## src/hw/rtl/mva_pkg.sv

```systemverilog
// ----------------------------------------------------------------------------
// mva_pkg
// Shared types and codes for the voice allocator: decoded operations, result
// actions and the word passed from the decoder to the voice sequencer.
// ----------------------------------------------------------------------------
package mva_pkg;

    localparam int QUEUE_DEPTH = 2;

    localparam logic [3:0] NIB_NOTE_OFF = 4'h8;
    localparam logic [3:0] NIB_NOTE_ON  = 4'h9;
    localparam logic [3:0] NIB_CTRL     = 4'hb;
    localparam logic [7:0] CC_SOUND_OFF = 8'd120;
    localparam logic [7:0] CC_NOTES_OFF = 8'd123;

    typedef enum logic [1:0] {
        CMD_MIDI     = 2'd0,
        CMD_FINISHED = 2'd1,
        CMD_LEVEL    = 2'd2,
        CMD_UNUSED   = 2'd3
    } t_cmd;

    typedef enum logic [2:0] {
        OP_NONE     = 3'd0,
        OP_NOTE_OFF = 3'd1,
        OP_NOTE_ON  = 3'd2,
        OP_STOP_ALL = 3'd3,
        OP_FINISHED = 3'd4,
        OP_LEVEL    = 3'd5
    } t_op;

    typedef enum logic [2:0] {
        ACT_NONE     = 3'd0,
        ACT_START    = 3'd1,
        ACT_RELEASE  = 3'd2,
        ACT_STOP_ALL = 3'd3,
        ACT_FREED    = 3'd4
    } t_action;

    typedef struct packed {
        t_op         op;
        logic [6:0]  note;
        logic [7:0]  velocity;
        logic [2:0]  rslot;
        logic [15:0] level;
    } t_word;

endpackage

```

## src/hw/rtl/mva_front.sv

```systemverilog
// ----------------------------------------------------------------------------
// mva_front
// Input stage: masks absent MIDI bytes, classifies each word into an
// operation and holds it until the queue takes it.
// ----------------------------------------------------------------------------
module mva_front
    import mva_pkg::*;
(
    input  logic        i_clk,
    input  logic        i_rst_n,
    input  logic        i_valid,
    output logic        o_ready,
    input  logic [1:0]  i_cmd,
    input  logic [7:0]  i_status_byte,
    input  logic [7:0]  i_first_data,
    input  logic [7:0]  i_second_data,
    input  logic [1:0]  i_byte_count,
    input  logic [2:0]  i_report_slot,
    input  logic [15:0] i_report_level,
    output logic        o_push,
    output t_word       o_word,
    input  logic        i_q_ready
);

    logic        r_valid;
    t_word       r_word;
    t_word       n_word;
    logic [7:0]  d1;
    logic [7:0]  d2;
    logic [3:0]  nib;
    logic        note_ok;

    always_comb begin
        d1      = (i_byte_count > 2'd1) ? i_first_data : 8'd0;
        d2      = (i_byte_count > 2'd2) ? i_second_data : 8'd0;
        nib     = i_status_byte[7:4];
        note_ok = !d1[7];
        n_word.op       = OP_NONE;
        n_word.note     = d1[6:0];
        n_word.velocity = d2;
        n_word.rslot    = i_report_slot;
        n_word.level    = i_report_level;
        unique case (t_cmd'(i_cmd))
            CMD_MIDI: begin
                if (i_byte_count != 2'd0) begin
                    if ((nib == NIB_NOTE_OFF || (nib == NIB_NOTE_ON && d2 == 8'd0))
                        && note_ok) begin
                        n_word.op = OP_NOTE_OFF;
                    end else if (nib == NIB_NOTE_ON && note_ok) begin
                        n_word.op = OP_NOTE_ON;
                    end else if (nib == NIB_CTRL
                                 && (d1 == CC_SOUND_OFF || d1 == CC_NOTES_OFF)) begin
                        n_word.op = OP_STOP_ALL;
                    end
                end
            end
            CMD_FINISHED: n_word.op = OP_FINISHED;
            CMD_LEVEL:    n_word.op = OP_LEVEL;
            default:      n_word.op = OP_NONE;
        endcase
    end

    assign o_ready = !r_valid || i_q_ready;
    assign o_push  = r_valid && i_q_ready;
    assign o_word  = r_word;

    always_ff @(posedge i_clk) begin
        if (!i_rst_n) begin
            r_valid <= 1'b0;
        end else if (o_ready) begin
            r_valid <= i_valid;
        end
    end

    always_ff @(posedge i_clk) begin
        if (i_valid && o_ready) begin
            r_word <= n_word;
        end
    end

endmodule

```

## src/hw/rtl/mva_queue.sv

```systemverilog
// ----------------------------------------------------------------------------
// mva_queue
// Short first-in first-out queue of decoded words between the decoder and
// the voice sequencer.
// ----------------------------------------------------------------------------
module mva_queue
    import mva_pkg::*;
(
    input  logic  i_clk,
    input  logic  i_rst_n,
    input  logic  i_push,
    input  t_word i_word,
    output logic  o_ready,
    output logic  o_valid,
    input  logic  i_pop,
    output t_word o_word
);

    localparam int PW = $clog2(QUEUE_DEPTH);
    localparam int CW = $clog2(QUEUE_DEPTH + 1);

    t_word         r_mem [QUEUE_DEPTH];
    logic [PW-1:0] r_wr;
    logic [PW-1:0] r_rd;
    logic [CW-1:0] r_cnt;
    logic          do_push;
    logic          do_pop;

    assign o_ready = r_cnt != CW'(QUEUE_DEPTH);
    assign o_valid = r_cnt != '0;
    assign o_word  = r_mem[r_rd];
    assign do_push = i_push && o_ready;
    assign do_pop  = i_pop && o_valid;

    always_ff @(posedge i_clk) begin
        if (!i_rst_n) begin
            r_wr  <= '0;
            r_rd  <= '0;
            r_cnt <= '0;
        end else begin
            if (do_push) begin
                r_wr <= (r_wr == PW'(QUEUE_DEPTH - 1)) ? '0 : r_wr + 1'b1;
            end
            if (do_pop) begin
                r_rd <= (r_rd == PW'(QUEUE_DEPTH - 1)) ? '0 : r_rd + 1'b1;
            end
            if (do_push && !do_pop) begin
                r_cnt <= r_cnt + 1'b1;
            end else if (do_pop && !do_push) begin
                r_cnt <= r_cnt - 1'b1;
            end
        end
    end

    always_ff @(posedge i_clk) begin
        if (do_push) begin
            r_mem[r_wr] <= i_word;
        end
    end

endmodule

```

## src/hw/rtl/mva_back.sv

```systemverilog
// ----------------------------------------------------------------------------
// mva_back
// Voice sequencer: holds the voice table, scans it one slot per cycle for
// note words, applies the chosen action and registers the result word.
// ----------------------------------------------------------------------------
module mva_back
    import mva_pkg::*;
#(
    parameter int VOICES     = 8,
    parameter int LEVEL_BITS = 16
) (
    input  logic       i_clk,
    input  logic       i_rst_n,
    input  logic       i_q_valid,
    input  t_word      i_word,
    output logic       o_pop,
    output logic       o_valid,
    input  logic       i_ready,
    output logic [2:0] o_action,
    output logic [2:0] o_slot,
    output logic [6:0] o_note,
    output logic [7:0] o_velocity,
    output logic       o_stolen,
    output logic       o_retrigger,
    output logic [3:0] o_active_count
);

    localparam int SW = $clog2(VOICES);
    localparam int NW = $clog2(VOICES + 1);
    localparam int RW = (SW + 1 > 4) ? SW + 1 : 4;
    localparam int LW = LEVEL_BITS + 16;

    typedef enum logic [2:0] {
        S_IDLE = 3'b001,
        S_SCAN = 3'b010,
        S_EXEC = 3'b100
    } t_state;

    t_state                r_state;
    t_word                 r_word;
    logic [SW-1:0]         r_idx;

    logic [VOICES-1:0]     r_active;
    logic [VOICES-1:0]     r_rel;
    logic [6:0]            r_note  [VOICES];
    logic [63:0]           r_age   [VOICES];
    logic [LEVEL_BITS-1:0] r_level [VOICES];
    logic [63:0]           r_age_cnt;
    logic [NW-1:0]         r_cnt;

    logic                  r_has_match;
    logic [SW-1:0]         r_match;
    logic                  r_has_idle;
    logic [SW-1:0]         r_idle;
    logic                  r_has_rel;
    logic [SW-1:0]         r_rel_slot;
    logic [63:0]           r_rel_age;
    logic [SW-1:0]         r_low_slot;
    logic [LEVEL_BITS-1:0] r_low_lvl;

    logic                  r_o_valid;
    t_action               r_o_action;
    logic [2:0]            r_o_slot;
    logic [6:0]            r_o_note;
    logic [7:0]            r_o_vel;
    logic                  r_o_stolen;
    logic                  r_o_retrig;
    logic [3:0]            r_o_count;

    logic                  fire;
    logic [RW-1:0]         rs_ext;
    logic                  rs_ok;
    logic [SW-1:0]         ridx;
    logic [LW-1:0]         lvl_wide;
    logic [LEVEL_BITS-1:0] lvl_scaled;
    logic [SW-1:0]         tgt;
    t_action               n_action;
    logic [SW-1:0]         n_slot;
    logic [6:0]            n_note;
    logic [7:0]            n_vel;
    logic                  n_stolen;
    logic                  n_retrig;
    logic [NW-1:0]         n_cnt;
    logic                  scan_last;

    assign o_pop     = (r_state == S_IDLE) && i_q_valid;
    assign fire      = (r_state == S_EXEC) && (!r_o_valid || i_ready);
    assign scan_last = r_idx == SW'(VOICES - 1);

    assign rs_ext     = RW'(r_word.rslot);
    assign rs_ok      = rs_ext < RW'(VOICES);
    assign ridx       = rs_ext[SW-1:0];
    assign lvl_wide   = {r_word.level, LEVEL_BITS'(0)};
    assign lvl_scaled = lvl_wide[LW-1:16];

    always_comb begin
        tgt      = r_match;
        n_action = ACT_NONE;
        n_slot   = '0;
        n_note   = '0;
        n_vel    = '0;
        n_stolen = 1'b0;
        n_retrig = 1'b0;
        n_cnt    = r_cnt;
        if (!r_has_match) begin
            if (r_has_idle) begin
                tgt = r_idle;
            end else if (r_has_rel) begin
                tgt = r_rel_slot;
            end else begin
                tgt = r_low_slot;
            end
        end
        unique case (r_word.op)
            OP_NOTE_OFF: begin
                if (r_has_match) begin
                    n_action = ACT_RELEASE;
                    n_slot   = r_match;
                    n_note   = r_word.note;
                end
            end
            OP_NOTE_ON: begin
                n_action = ACT_START;
                n_slot   = tgt;
                n_note   = r_word.note;
                n_vel    = r_word.velocity;
                n_retrig = r_has_match;
                n_stolen = !r_has_match && !r_has_idle;
                if (!r_has_match && r_has_idle) begin
                    n_cnt = r_cnt + 1'b1;
                end
            end
            OP_STOP_ALL: begin
                n_action = ACT_STOP_ALL;
                n_cnt    = '0;
            end
            OP_FINISHED: begin
                if (rs_ok && r_active[ridx]) begin
                    n_action = ACT_FREED;
                    n_slot   = ridx;
                    n_cnt    = r_cnt - 1'b1;
                end
            end
            default: n_action = ACT_NONE;
        endcase
    end

    // sequencer and voice flags
    always_ff @(posedge i_clk) begin
        if (!i_rst_n) begin
            r_state   <= S_IDLE;
            r_active  <= '0;
            r_rel     <= '0;
            r_age_cnt <= '0;
            r_cnt     <= '0;
            r_o_valid <= 1'b0;
        end else begin
            if (r_o_valid && i_ready && !fire) begin
                r_o_valid <= 1'b0;
            end
            unique case (r_state)
                S_IDLE: begin
                    if (i_q_valid) begin
                        if (i_word.op == OP_NOTE_OFF || i_word.op == OP_NOTE_ON) begin
                            r_state <= S_SCAN;
                        end else begin
                            r_state <= S_EXEC;
                        end
                    end
                end
                S_SCAN: begin
                    if (scan_last) begin
                        r_state <= S_EXEC;
                    end
                end
                S_EXEC: begin
                    if (fire) begin
                        r_state   <= S_IDLE;
                        r_o_valid <= 1'b1;
                        r_cnt     <= n_cnt;
                        unique case (r_word.op)
                            OP_NOTE_OFF: begin
                                if (r_has_match) begin
                                    r_rel[r_match] <= 1'b1;
                                end
                            end
                            OP_NOTE_ON: begin
                                r_active[tgt] <= 1'b1;
                                r_rel[tgt]    <= 1'b0;
                                r_age_cnt     <= r_age_cnt + 64'd1;
                            end
                            OP_STOP_ALL: begin
                                r_active  <= '0;
                                r_rel     <= '0;
                                r_age_cnt <= '0;
                            end
                            OP_FINISHED: begin
                                if (rs_ok) begin
                                    r_active[ridx] <= 1'b0;
                                    r_rel[ridx]    <= 1'b0;
                                end
                            end
                            default: begin
                            end
                        endcase
                    end
                end
                default: r_state <= S_IDLE;
            endcase
        end
    end

    // voice payload, scan trackers and result word
    always_ff @(posedge i_clk) begin
        if (o_pop) begin
            r_word      <= i_word;
            r_idx       <= '0;
            r_has_match <= 1'b0;
            r_has_idle  <= 1'b0;
            r_has_rel   <= 1'b0;
        end
        if (r_state == S_SCAN) begin
            r_idx <= r_idx + 1'b1;
            if (!r_has_match && r_active[r_idx] && r_note[r_idx] == r_word.note) begin
                r_has_match <= 1'b1;
                r_match     <= r_idx;
            end
            if (!r_has_idle && !r_active[r_idx]) begin
                r_has_idle <= 1'b1;
                r_idle     <= r_idx;
            end
            if (r_rel[r_idx] && (!r_has_rel || r_age[r_idx] < r_rel_age)) begin
                r_has_rel  <= 1'b1;
                r_rel_slot <= r_idx;
                r_rel_age  <= r_age[r_idx];
            end
            if (r_idx == '0 || r_level[r_idx] < r_low_lvl) begin
                r_low_slot <= r_idx;
                r_low_lvl  <= r_level[r_idx];
            end
        end
        if (fire) begin
            r_o_action <= n_action;
            r_o_slot   <= 3'(n_slot);
            r_o_note   <= n_note;
            r_o_vel    <= n_vel;
            r_o_stolen <= n_stolen;
            r_o_retrig <= n_retrig;
            r_o_count  <= 4'(n_cnt);
            if (r_word.op == OP_NOTE_ON) begin
                r_note[tgt]  <= r_word.note;
                r_age[tgt]   <= r_age_cnt + 64'd1;
                r_level[tgt] <= '0;
            end
            if (r_word.op == OP_LEVEL && rs_ok && r_active[ridx]) begin
                r_level[ridx] <= lvl_scaled;
            end
        end
    end

    assign o_valid        = r_o_valid;
    assign o_action       = r_o_action;
    assign o_slot         = r_o_slot;
    assign o_note         = r_o_note;
    assign o_velocity     = r_o_vel;
    assign o_stolen       = r_o_stolen;
    assign o_retrigger    = r_o_retrig;
    assign o_active_count = r_o_count;

endmodule

```

## src/hw/rtl/midi_voice_allocator.sv

```systemverilog
// ----------------------------------------------------------------------------
// midi_voice_allocator
// Assigns MIDI notes to a pool of voice slots with retrigger, idle search and
// voice stealing; tracks finished and level reports from the audio side.
//
// channel   handshake           word
// input     i_valid / o_ready   cmd, status, data bytes, byte count, report
// output    o_valid / i_ready   action, slot, note, velocity, flags, count
//
// note on and note off words make the sequencer scan the voice table, one
// slot of the voice table read per cycle; other words go straight to execute.
// the decoder and a two-word queue keep accepting while the sequencer works.
// a full result register stalls the sequencer, never the table state.
// reset clears all voice flags, the age counter and the active count.
// ----------------------------------------------------------------------------
module midi_voice_allocator
    import mva_pkg::*;
#(
    parameter int VOICES     = 8,
    parameter int LEVEL_BITS = 16
) (
    input  logic        i_clk,
    input  logic        i_rst_n,
    input  logic        i_valid,
    output logic        o_ready,
    input  logic [1:0]  i_cmd,
    input  logic [7:0]  i_status_byte,
    input  logic [7:0]  i_first_data,
    input  logic [7:0]  i_second_data,
    input  logic [1:0]  i_byte_count,
    input  logic [2:0]  i_report_slot,
    input  logic [15:0] i_report_level,
    output logic        o_valid,
    input  logic        i_ready,
    output logic [2:0]  o_action,
    output logic [2:0]  o_slot,
    output logic [6:0]  o_note,
    output logic [7:0]  o_velocity,
    output logic        o_stolen,
    output logic        o_retrigger,
    output logic [3:0]  o_active_count
);

    logic  push;
    t_word front_word;
    logic  q_ready;
    logic  q_valid;
    logic  pop;
    t_word q_word;

    mva_front u_front (
        .i_clk          (i_clk),
        .i_rst_n        (i_rst_n),
        .i_valid        (i_valid),
        .o_ready        (o_ready),
        .i_cmd          (i_cmd),
        .i_status_byte  (i_status_byte),
        .i_first_data   (i_first_data),
        .i_second_data  (i_second_data),
        .i_byte_count   (i_byte_count),
        .i_report_slot  (i_report_slot),
        .i_report_level (i_report_level),
        .o_push         (push),
        .o_word         (front_word),
        .i_q_ready      (q_ready)
    );

    mva_queue u_queue (
        .i_clk   (i_clk),
        .i_rst_n (i_rst_n),
        .i_push  (push),
        .i_word  (front_word),
        .o_ready (q_ready),
        .o_valid (q_valid),
        .i_pop   (pop),
        .o_word  (q_word)
    );

    mva_back #(
        .VOICES     (VOICES),
        .LEVEL_BITS (LEVEL_BITS)
    ) u_back (
        .i_clk          (i_clk),
        .i_rst_n        (i_rst_n),
        .i_q_valid      (q_valid),
        .i_word         (q_word),
        .o_pop          (pop),
        .o_valid        (o_valid),
        .i_ready        (i_ready),
        .o_action       (o_action),
        .o_slot         (o_slot),
        .o_note         (o_note),
        .o_velocity     (o_velocity),
        .o_stolen       (o_stolen),
        .o_retrigger    (o_retrigger),
        .o_active_count (o_active_count)
    );

endmodule

```

## config.mk

```make
export PLATFORM = sky130hd
export DESIGN_NAME = midi_voice_allocator
export DESIGN_NICKNAME = d
export VERILOG_FILES = /design/src/hw/rtl/mva_pkg.sv /design/src/hw/rtl/mva_front.sv /design/src/hw/rtl/mva_queue.sv /design/src/hw/rtl/mva_back.sv /design/src/hw/rtl/midi_voice_allocator.sv
export SDC_FILE = /design/constraint.sdc
export NUM_CORES = 1
export LEC_CHECK = 0
export ABC_AREA = 1
export BUFFER_PORTS_ARGS = -buffer_cell sky130_fd_sc_hd__buf_2
export CAP_MARGIN = 20
export CELL_PAD_IN_SITES_DETAIL_PLACEMENT = 1
export CELL_PAD_IN_SITES_GLOBAL_PLACEMENT = 2
export CORE_UTILIZATION = 44
export DETAILED_ROUTE_END_ITERATION = 10
export PLACE_DENSITY_LB_ADDON = 0.12
export SETUP_SLACK_MARGIN = 0.02
export SKIP_LAST_GASP = 1
export SYNTH_ARGS = -nofsm -noshare
export SYNTH_HDL_FRONTEND = slang
export SYNTH_HIERARCHICAL = 1
export SYNTH_SLANG_ARGS = --single-unit
```

## constraint.sdc

```tcl
create_clock -name i_clk -period 7 [get_ports i_clk]
set_input_delay 0.7 -clock i_clk [delete_from_list [all_inputs] [get_ports i_clk]]
set_output_delay 0.7 -clock i_clk [all_outputs]
set_load 0.05 [all_outputs]
```

==> flow_metrics.py <==
metrics = {
    "placement": {
        "place_inst": 5110,
        "hpwl_um": 67900,
        "gp_congestion": 0.817,
        "io_buffer_count": 75,
    },
    "die": {
        "core_area_um2": 100000,
        "fp.dieH_um": 320,
        "dieArea_um2": 103000,
        "start_util_pct": 44.5,
        "die_w_um": 320,
        "row_count": 116,
        "pin_count": 80,
    },
    "yosys": {
        "synth_ff_type": "edfxtp_1",
        "syn_avg_cell_area_um2": 11.8,
        "syn_area_um2": 44600,
        "seq_area_frac_synth_pct": 69.5,
        "syn_nets": 3928,
        "synth.distinct_cells": 58,
        "synth-edff-count": 966,
        "netlist_instances": 3790,
        "async_flop_share_pct": 0,
        "synth_seq_cells": 1066,
        "yosys_warnings": 6,
    },
    "cts": {
        "htree_levels": 3,
        "clock_latency_ps": 700,
        "cts.reportedPaths.clkPinSlew_ps": 60,
        "clkSinkCount": 1066,
        "cts_made_buffers": 112,
        "cts_tree": "done",
        "clockRootBuffer": "clkbuf_16",
        "cts_buffer_depth": 3,
        "hold_buffers": 0,
        "cts_setup_buffers": 0,
        "cts_resized": 0,
    },
    "sta": {
        "worst_pin_slew_ps": 1120,
        "slew-limit-headroom_pct": 25.5,
        "finalSetupViolCount": 0,
        "finalMaxSlewViolations": 0,
        "post-route-period-util_pct": 77.2,
        "fin_tns_setup_ps": 0,
        "timing.final.crit_period_ps": 5410,
        "final_hold_viol_count": 0,
        "fmax_ghz": 0.185,
        "rsz0062_at_grt": "false",
        "skew_ps": 26.3,
    },
    "setup_path": {
        "path_class": "reg -> reg",
        "slowest_stage": "buf_4",
        "start_kind": "flip-flop",
        "cpMostUsedCell": "nand2_1",
        "path_cells": "inv_8, buf_4, o21ai_0, a31oi_1, ha_1, a21oi_1, nor2_1, a211oi_1, o221ai_1, a21oi_1, nand2_1, nand2_1, nand2_1, nand2_1, nand2_1, clkinv_2, buf_4",
        "cp_top_family": "buffers and inverters",
        "critPathMaxStageDelay_ps": 810,
        "cp.buffers_inverters": 4,
        "cp.required_ps": 7290,
        "cp.arrival_ps": 5700,
        "crit_path_end_kind": "flip-flop",
        "critical_path_peak_fanout": 132,
    },
    "pwr": {
        "leakagePower_nw": 17.2,
        "power_density_nw_per_um2": 360,
        "peakVddDrop_uv": 370,
    },
    "layout": {
        "nets": 4005,
        "drive_above_1_share_pct": 10.7,
        "syn_to_final_growth_pct": 12.7,
        "n_antenna_cell": 0,
        "stdcell_count": 5323,
    },
    "detailed_routing": {
        "vias": 29000,
        "first_pass_iters": 6,
        "wl_per_cell_um": 21.5,
        "drt_iter0_markers": 1731,
        "drcViolationCount": 0,
        "vias_per_cell": 5.44,
        "routed_wl_um": 115000,
        "ant_nets": 0,
    },
    "global_route": {
        "grt_max_degree": 185,
        "overflow": 0,
        "grt_pass1_wl_um": 178000,
        "antenna_found_initial": 2,
        "grt_pass1_vias": 30900,
        "gr-usage-all-layers_pct": 22.5,
    },
    "run": {
        "cap_violations": 0,
    },
    "worst_hold_path": {
        "hp-class": "in -> reg",
    },
    "outcome": {
        "run_status": "finished, final reports clean",
    },
}
==> placed cells by master (no fill, tap or decap), types with 4 or more instances in the layout <==
master,netlist,final
a211oi_1,5,5
a21oi_1,135,133
a21oi_2,3,4
a31oi_1,93,93
buf_12,3,7
buf_2,14,75
buf_4,0,50
bufinv_16,0,10
clkbuf_1,140,27
clkbuf_16,0,112
clkbuf_8,0,13
clkinv_1,3,23
clkinv_2,1,23
dfxtp_1,100,97
edfxtp_1,966,966
ha_1,87,87
inv_1,303,300
inv_2,12,12
mux2_2,7,7
mux2_4,30,30
nand2_1,369,369
nand2_2,8,8
nand3_1,42,42
nand3_2,5,5
nand4_1,24,24
nor2_1,743,731
nor2_2,9,9
nor2_4,7,19
nor3_1,59,59
nor3_2,4,4
nor4_1,15,15
o211ai_1,5,5
o21a_1,4,4
o21ai_0,377,377
o21ai_1,5,5
o221ai_1,14,14
o22ai_1,94,94
or2_2,5,5
xnor2_1,8,8
xor2_1,48,48
==> power by group <==
group	internal [mW]	total, mW	switching [mW]	leakage, nW
registers	7.37	7.61	0.247	9.15
clock network	3.45	5.90	2.45	1.81
logic	1.41	4.61	3.20	6.25
==> synth_stat cells, drive strengths merged (10+ instances only) <==
master | count | area, um2
xor2 | 50 | 453
nor2 | 759 | 2920
clkbuf | 140 | 526
o21ai | 382 | 1910
xnor2 | 10 | 103
dfxtp | 100 | 2000
nor3 | 63 | 335
nand3 | 49 | 295
o22ai | 94 | 588
o221ai | 14 | 123
mux2 | 37 | 529
nor4 | 19 | 161
ha | 87 | 1090
a31oi | 93 | 582
inv | 315 | 1180
nand4 | 26 | 175
a21oi | 138 | 702
nand2 | 377 | 1440
buf | 29 | 190
edfxtp | 966 | 29000
==> layer usage <==
layer / vias to the layer above / share of wire [%] / global-route usage, %
met2: 510 / 48 / 38.2
met1: 14800 / 46 / 30.7
met5: - / 0 / 0
li1: 13500 / - / -
met4: 0 / 1.7 / 5.45
met3: 146 / 3.9 / 2.80
==> metrics by stage <==
stage | power, mW | hold slack (ps) | setup WS [ps] | util (%) | cell area [um2]
global placement | 12.1 | 422 | 1530 | 46.5 | 46600
floorplan | 10.8 | 421 | 1980 | - | 44600
CTS | 18.3 | 126 | 1480 | 50.2 | 50300
finish | 18.1 | 180 | 1590 | 50.2 | 50300
global route | 19.1 | 165 | 1270 | 50.2 | 50300
detailed placement | 12.4 | 432 | 1490 | 46.5 | 46600
==> path summary, 6_finish.rpt <==
check	start	to	slack [ps]	cells after the start
min	i_report_level[13]	u_front/o_word[13]	180	1
max reg2reg	flip-flop	u_back/r_rel_age[33]	1590	17
min reg2reg	u_front/o_word[12]	u_queue/r_mem[0][12]	450	0
max	flip-flop	u_back/r_rel_age[33]	1590	17
==> sequential cells by signal, summed over array words and instances (netlist names), 18 cells and up, named ones only <==
register / count
u_back/r_word: 18
u_queue/r_mem: 74
u_back/r_note: 56
u_front/o_word: 37
u_back/r_age: 512
u_back/r_level: 128
u_back/r_rel_age: 64
u_back/r_age_cnt: 64
==> layout make-up <==
type / count / area [um2]
fillers: 10400 / 50000
flip-flops and latches: 1066 / 31000
multi-input cells: 2236 / 11800
clock buffers: 152 / 3080
well taps: 1357 / 1700
inverters: 319 / 1210
repair buffers: 132 / 891
clock inverters: 61 / 596
==> cells by family (layout without fill, tap and decap cells) <==
logic type,count (synthesis),in the layout,share of synthesized area [%]
buffers and inverters,488,664,4.29
flip-flops,1066,1066,69.5
XOR/XNOR,60,60,1.24
adder cells (fa/ha/maj),87,87,2.44
AO/OA/AOI/OAI,746,746,9.19
AND/OR/NAND/NOR,1306,1306,12.2
multiplexers,37,37,1.19
(Power assumes the default switching activity.)
